===== config.mk =====
export PLATFORM = sky130hd
export DESIGN_NAME = tbim_isqrt
export DESIGN_NICKNAME = d
export VERILOG_FILES = /design/src/rtl/tbim_pkg.sv /design/src/rtl/tbim_sqrt_cell.sv /design/src/rtl/tbim_isqrt.sv
export SDC_FILE = /design/constraint.sdc
export NUM_CORES = 2
export LEC_CHECK = 0
export CAP_MARGIN = 20
export CORE_MARGIN = 8
export CORE_UTILIZATION = 29
export CTS_CLUSTER_SIZE = 40
export DETAILED_ROUTE_END_ITERATION = 8
export DONT_BUFFER_PORTS = 1
export PLACE_DENSITY_LB_ADDON = 0.3
export SLEW_MARGIN = 0
export SYNTH_ARGS = -nofsm -noshare
export SYNTH_HDL_FRONTEND = slang
export SYNTH_SLANG_ARGS = --single-unit

===== constraint.sdc =====
create_clock -name clk -period 4.5 [get_ports clk]
set_input_delay 0.45 -clock clk [delete_from_list [all_inputs] [get_ports clk]]
set_output_delay 0.45 -clock clk [all_outputs]
set_load 0.01 [all_outputs]

===== src/rtl/tbim_pkg.sv =====
// Package for the two-body invariant mass block.
// Holds field widths, the transfer payload structs and the square-root cell data type.
// No dependencies.
package tbim_pkg;

  localparam int MassBits     = 18;
  localparam int MomentumBits = 20;
  localparam int PairMassBits = 21;

  // Radicand width and root width common to all square-root cells. The radicand must
  // hold the squared energy sum, which is bounded by the wider of the mass and
  // momentum terms.
  localparam int RadBits  = (MassBits + 1 > MomentumBits) ? 2 * MassBits + 4
                                                          : 2 * MomentumBits + 2;
  localparam int RootBits = RadBits / 2;
  localparam int RemBits  = RootBits + 2;
  localparam int AuxBits  = RadBits + 1;

  typedef struct packed {
    logic [MassBits-1:0]            mass_a;
    logic signed [MomentumBits-1:0] px_a;
    logic signed [MomentumBits-1:0] py_a;
    logic signed [MomentumBits-1:0] pz_a;
    logic [MassBits-1:0]            mass_b;
    logic signed [MomentumBits-1:0] px_b;
    logic signed [MomentumBits-1:0] py_b;
    logic signed [MomentumBits-1:0] pz_b;
  } item_t;

  typedef struct packed {
    logic [PairMassBits-1:0] pair_mass;
    logic                    clamped;
  } result_t;

  typedef struct packed {
    logic                vld;
    logic [RadBits-1:0]  x;
    logic [RemBits-1:0]  rem;
    logic [RootBits-1:0] root;
    logic [AuxBits-1:0]  aux;
  } sqc_t;

endpackage


===== src/rtl/tbim_sqrt_cell.sv =====
// One digit step of the floor integer square root.
// Uses tbim_pkg for the cell data type.
module tbim_sqrt_cell (
  input  logic          clk,
  input  logic          rst,
  input  logic          en,
  input  tbim_pkg::sqc_t din,
  output tbim_pkg::sqc_t dout
);

  logic [tbim_pkg::RemBits+1:0] t;
  logic [tbim_pkg::RemBits+1:0] trial;
  logic [tbim_pkg::RemBits+1:0] diff;
  logic                         ge;

  assign t     = {din.rem, din.x[tbim_pkg::RadBits-1 -: 2]};
  assign trial = {2'b00, din.root, 2'b01};
  assign ge    = (t >= trial);
  assign diff  = t - trial;

  // Only the valid bit is reset; the payload just moves with the pipeline.
  always_ff @(posedge clk) begin
    if (rst) begin
      dout.vld <= 1'b0;
    end else if (en) begin
      dout.vld <= din.vld;
    end
    if (en) begin
      dout.x    <= {din.x[tbim_pkg::RadBits-3:0], 2'b00};
      dout.rem  <= ge ? diff[tbim_pkg::RemBits-1:0] : t[tbim_pkg::RemBits-1:0];
      dout.root <= {din.root[tbim_pkg::RootBits-2:0], ge};
      dout.aux  <= din.aux;
    end
  end

endmodule


===== src/rtl/tbim_isqrt.sv =====
// Chain of square-root cells, one root bit per cell.
// Uses tbim_pkg and tbim_sqrt_cell.
module tbim_isqrt (
  input  logic          clk,
  input  logic          rst,
  input  logic          en,
  input  tbim_pkg::sqc_t din,
  output tbim_pkg::sqc_t dout
);

  tbim_pkg::sqc_t link [tbim_pkg::RootBits+1];

  assign link[0] = din;

  for (genvar i = 0; i < tbim_pkg::RootBits; i++) begin : g_cell
    tbim_sqrt_cell u_cell (
      .clk  (clk),
      .rst  (rst),
      .en   (en),
      .din  (link[i]),
      .dout (link[i+1])
    );
  end

  assign dout = link[tbim_pkg::RootBits];

endmodule


# Word level (Yosys, flattened, before mapping)
# Cells that the tools add are included.
[op_classes]
add_sub_neg = 21
magnitude_cmp = 21
n_mux = 21
[op_table]
columns = ["op", "n"]
rows = [
  ["greater-or-equal comparator 25 x 23 -> 1 bit", 21],
  ["2-to-1 mux 23 bit", 21],
  ["subtractor 23 bit", 21],
]
[word_totals]
reg_bits = 2268
input_bits = 133
out_inout_bits = 130
word_cells = 167

# Longest topological paths before layout
[depth]
depth_word = 2
mapped_depth = 14

# Hierarchy
# A second synthesis with hierarchy kept.
[hier_totals]
hier_cells = 7974
hier_area_um2 = 119016.6
[by_module_without_submodules]
columns = ["mod", "instances", "cells_per_inst", "area_per_inst_um2", "seq_area_each_um2"]
rows = [
  ["tbim_sqrt_cell at g_cell[0].u_cell ...", 20, 380, 5670.4, 3833.7],
  ["tbim_sqrt_cell at g_cell[17].u_cell", 1, 374, 5607.9, 3833.7],
]

# Worst setup path before layout
# OpenSTA, ideal clock, no wires.
[synth_timing]
path_kind = "flip-flop to flip-flop"
startpoint = "register g_cell[8].u_cell.dout[64] (netlist bit)"
endpoint = "register g_cell[9].u_cell.dout[82] (netlist bit) (data pin)"
arrival_time_ps = 3473
slack_ps = 768
stages_incl_launch_ff = 13
path_buffers = 1
period_less_slack_ps = 3732
path_cell_list = "edfxtp_1 -> ha_1 -> or3_1 -> a2bb2oi_1 -> a211o_1 -> o31a_1 -> o21ai_1 -> o21a_2 -> o21ai_2 -> a221o_1 -> a2111oi_4 -> buf_6 -> mux2_2"
[synth_via]
elab_chain_len = 2
elab_cells_between_ends = 3
cone_classes = "add/sub (1); order compare (1); mux (1)"
[synth_rtl]
columns = ["element", "line", "source"]
rows = [
  ["start, declared", "tbim_sqrt_cell.sv:8", "output tbim_pkg::sqc_t dout"],
  ["subtractor 23 bit / greater-or-equal comparator 25 x 23 -> 1 bit (equally long branches)", "tbim_sqrt_cell.sv:19, tbim_sqrt_cell.sv:18", ""],
  ["2-to-1 mux 23 bit *", "tbim_sqrt_cell.sv:30", "dout.rem <= ge ? diff[tbim_pkg::RemBits-1:0] : t[tbim_pkg::RemBits-1:0];"],
  ["end, declared", "tbim_sqrt_cell.sv:8", ""],
]
# Every way passes the cells marked *; elsewhere a longest branch is shown, timed or not.
# A chain may end at the register's enable or synchronous reset.

# Final worst setup path
[layout_timing]
startpoint = "input port en"
endpoint = "register g_cell[18].u_cell.dout[4] (netlist bit), enable pin"
[layout_rtl]
columns = ["element", "line", "source"]
rows = [
  ["start, declared", "tbim_isqrt.sv:6", "input logic en,"],
  ["end, declared", "tbim_sqrt_cell.sv:8", ""],
]
# No word-level cell between the ends.

==> insert_results.sql <==
INSERT INTO impl_metrics (metric_group, metric, value, unit) VALUES
('run_status', 'run_status', 'finished, final reports clean', ''),
('worst_setup_path', 'critical_path_arrival', '4.63', 'ns'),
('clock_tree', 'clock_insertion_delay_worst_skew', '0.86', 'ns'),
('layout', 'max_flop_register', 'g_cell.u_cell.dout', ''),
('routing', 'detail_route.wl_per_cell', '15.00', 'µm'),
('logic_synthesis', 'yosysUniqueCellTypes', '77', ''),
('logic_synthesis', 'yosys_warnings', '0', ''),
('die', 'core_footprint', '333200', 'µm²'),
('routing', 'postRouteWirelength', '173200', 'µm'),
('clock_tree', 'post_cts.resized_instances', '0', ''),
('routing', 'drc_errors', '0', ''),
('worst_setup_path', 'critPathMostFrequentCell', 'sky130_fd_sc_hd__buf_16', ''),
('clock_tree', 'cts_made_buffers', '268', ''),
('layout', 'top_regs', 'g_cell.u_cell.dout x2268', ''),
('logic_synthesis', 'syn-mean-instance-area', '14.70', 'µm²'),
('worst_setup_path', 'cp-start-kind', 'input pin', ''),
('place', 'place.gp.congestion', '0.8811', ''),
('place', 'placement.setup.worst_slack', '-0.9045', 'ns'),
('power', 'worst_ir_drop_vdd', '0.0002985', 'V'),
('worst_setup_path', 'timing.setup.critical_path_class', 'in2reg', ''),
('routing', 'drt_first_iter_violations', '3003', ''),
('power', 'cellLeakagePower', '42.01', 'nW'),
('timing', 'grt_setup_unrepaired', 'no', ''),
('clock_tree', 'cts_num_sinks', '2268', ''),
('clock_tree', 'tritoncts', 'done', ''),
('logic_synthesis', 'synthTopCellsByArea', 'sky130_fd_sc_hd__edfxtp_1 70%, sky130_fd_sc_hd__ha_1 6.2%, sky130_fd_sc_hd__mux2_2 2.3%', ''),
('die', 'initial_utilization', '29.09', '%'),
('routing', 'drt_first_pass_iters', '8', ''),
('routing', 'antenna_violating_nets_left', '0', ''),
('logic_synthesis', 'syn_inst', '6592', ''),
('job', 'maxCapViolCount', '0', ''),
('logic_synthesis', 'yosysTopAreaCellShare', '69.63', '%'),
('die', 'std_cell_rows', '212', ''),
('logic_synthesis', 'ys.flop_type', 'sky130_fd_sc_hd__edfxtp_1', ''),
('worst_setup_path', 'required_worst_endpoint', '4.94', 'ns'),
('logic_synthesis', 'seq_area_frac_synth', '70.06', '%'),
('place', 'numPortBuffers', '0', ''),
('place', 'dp_cells', '10950', ''),
('die', 'io-pin-count', '263', ''),
('power', 'cellPowerDensity', '647.9', 'nW/µm²'),
('timing', 'largest_clock_skew_in_the_final_design', '0.04353', 'ns'),
('layout', 'layoutNonFillerInstCount', '11550', ''),
('global_routing', 'grt_antenna_before_repair', '8', ''),
('layout', 'drive_above_1_share', '9.365', '%'),
('clock_tree', 'htree_levels', '5', ''),
('layout', 'layout_overhead_on_the_synthesized_area', '15.96', '%'),
('clock_tree', 'post_cts_buffers', '0', ''),
('logic_synthesis', 'synth_enable_flop_cells', '2247', ''),
('hold_path', 'hold_path_class', 'in2reg', ''),
('worst_setup_path', 'path_max_fanout', '226', ''),
('routing', 'routed-via-count', '51650', ''),
('worst_setup_path', 'worst_path_dominant_cell_family', 'buffers and inverters', ''),
('clock_tree', 'clockRootBuffer', 'sky130_fd_sc_hd__clkbuf_16', ''),
('clock_tree', 'clk_transition_reported_paths', '0.05', 'ns'),
('global_routing', 'global_route_wire_length_before_repair', '276200', 'µm'),
('timing', 'finalHoldViolCount', '0', ''),
('timing', 'timing.final.setup_violations', '0', ''),
('worst_setup_path', 'critical_path_buf_inv_count', '5', ''),
('place', 'dpl.hpwl', '113800', 'µm'),
('timing', 'worst_hold_slack', '0.1154', 'ns'),
('worst_setup_path', 'timing.critical_path.cells', 'buf_16 > buf_16 > buf_16 > buf_16 > buf_16', ''),
('timing', 'worst_slew_pin_slew', '1.280', 'ns'),
('timing', 'min_period', '4.191', 'ns'),
('worst_setup_path', 'worst_path_max_delay_cell', 'sky130_fd_sc_hd__buf_16', ''),
('timing', 'total_count_of_max_transition_violations_in_the_final_report', '0', ''),
('die', 'floorplan.die.width', '594.1', 'µm'),
('timing', 'slew_limit_headroom', '14.68', '%'),
('global_routing', 'grt_max_degree', '291', ''),
('die', 'chipHeight', '594.1', 'µm'),
('worst_setup_path', 'timing.critical_path.slowest_cell_delay', '0.72', 'ns'),
('logic_synthesis', 'share_of_synthesized_registers_carrying_an_async_set_or_reset', '0', '%');
[stage by stage]
step                util (%)  cell area (µm²)  power (mW)
finish                 33.73           112400       72.81
global route           33.73           112400       77.35
CTS                    33.71           112300       73.86
detailed placement     30.81           102700       52.48
global placement       30.81           102700       51.90
floorplan                  -            97060       46.68
[cells in the final DEF, fill, tap and decap left out, drive strengths merged, types with 34 or more instances in the layout]
cell / Yosys / final
edfxtp: 2247 / 2247
inv: 597 / 607
ha: 483 / 483
a21oi: 387 / 387
nand2: 360 / 360
o21ai: 334 / 334
clkbuf: 79 / 318
nor2: 288 / 288
xnor2: 258 / 258
mux2: 217 / 217
a21o: 173 / 173
xor2: 141 / 141
dlygate4sd3: 0 / 130
clkinv: 0 / 113
nand3: 89 / 89
o21a: 77 / 77
nor3: 69 / 69
buf: 56 / 62
nand2b: 60 / 60
nor2b: 54 / 54
nand4: 48 / 48
and3: 47 / 47
mux2i: 46 / 46
conb: 1 / 42
o21bai: 41 / 41
a31oi: 41 / 41
o31ai: 34 / 34
[kinds of logic (layout without fill, tap and decap cells)]
| logic type | count (synthesis) | after routing | synth area share (%) |
|---|---|---|---|
| and+or+nand+nor | 1130 | 1130 | 5.482 |
| muxes | 263 | 263 | 2.997 |
| adders and majority gates | 483 | 483 | 6.236 |
| buffers and inverters | 732 | 1253 | 3.028 |
| DFF | 2268 | 2268 | 70.06 |
| xor gates and xnor gates | 399 | 399 | 3.606 |
| AOI/OAI and AO/OA | 1316 | 1316 | 8.586 |
| other | 1 | 47 | 0.003870 |
[what timing repair did]
item | in CTS | in global routing
setup endpoints to repair | 0 | 205
endpoints found under the hold margin | 184 | 0
hold buffers | 131 | 0
[tightest hold or removal path, delay by kind of cell]
kind | cells | cell delay (ns)
xor gates and xnor gates | 1 | 0.08
adders and majority gates | 1 | 0.17
AOI/OAI and AO/OA | 1 | 0.14
[metal layers]
metal  share of wire, %  vias to the layer above  GRT usage (%)
met2                 49                     1044          16.53
met3                4.2                      536          1.875
li1                   -                    25350              -
met5             0.0058                        -              0
met1                 40                    24710          10.20
met4                6.4                        2          5.793
[power breakdown]
group          switching (mW)  internal, mW
sequential               1.74          28.2
clock                    8.43          12.1
combinational            12.1          10.2
total                    22.3          50.6
[worst paths after layout]
path | startpoint | to | cells past startpoint
max | en | g_cell[18].u_cell.dout[4] | 5
min | din[65] | g_cell[0].u_cell.dout[67] | 3
max reg2reg | g_cell[13].u_cell.dout[64] | g_cell[14].u_cell.dout[82] | 12
min reg2reg | g_cell[8].u_cell.dout[123] | g_cell[9].u_cell.dout[125] | 0
[synthesized netlist by cell type (41+ instances only)]
library cell / n
sky130_fd_sc_hd__edfxtp_1: 2247
sky130_fd_sc_hd__o21a_1: 76
sky130_fd_sc_hd__mux2_2: 201
sky130_fd_sc_hd__nor3_1: 69
sky130_fd_sc_hd__a21o_1: 173
sky130_fd_sc_hd__nand2b_1: 60
sky130_fd_sc_hd__ha_1: 483
sky130_fd_sc_hd__nor2b_1: 54
sky130_fd_sc_hd__inv_1: 597
sky130_fd_sc_hd__nand3_1: 89
sky130_fd_sc_hd__clkbuf_1: 79
sky130_fd_sc_hd__nand4_1: 48
sky130_fd_sc_hd__a21oi_1: 387
sky130_fd_sc_hd__o21bai_1: 41
sky130_fd_sc_hd__nor2_1: 288
sky130_fd_sc_hd__nand2_1: 360
sky130_fd_sc_hd__mux2i_1: 46
sky130_fd_sc_hd__a31oi_1: 41
sky130_fd_sc_hd__and3_1: 47
sky130_fd_sc_hd__buf_4: 44
sky130_fd_sc_hd__xor2_1: 141
sky130_fd_sc_hd__xnor2_1: 258
sky130_fd_sc_hd__o21ai_0: 328
[cell type report]
cell class | instances | area, µm²
clock inverter | 146 | 1277
fill | 31810 | 220800
tap | 4387 | 5489
sequential | 2268 | 67900
inverter | 597 | 2241
clock buffer | 317 | 7061
timing repair buffer | 193 | 2074
antenna | 5 | 12.51
multi-input combinational | 3633 | 26330
Power figures use the tool's default switching activity.
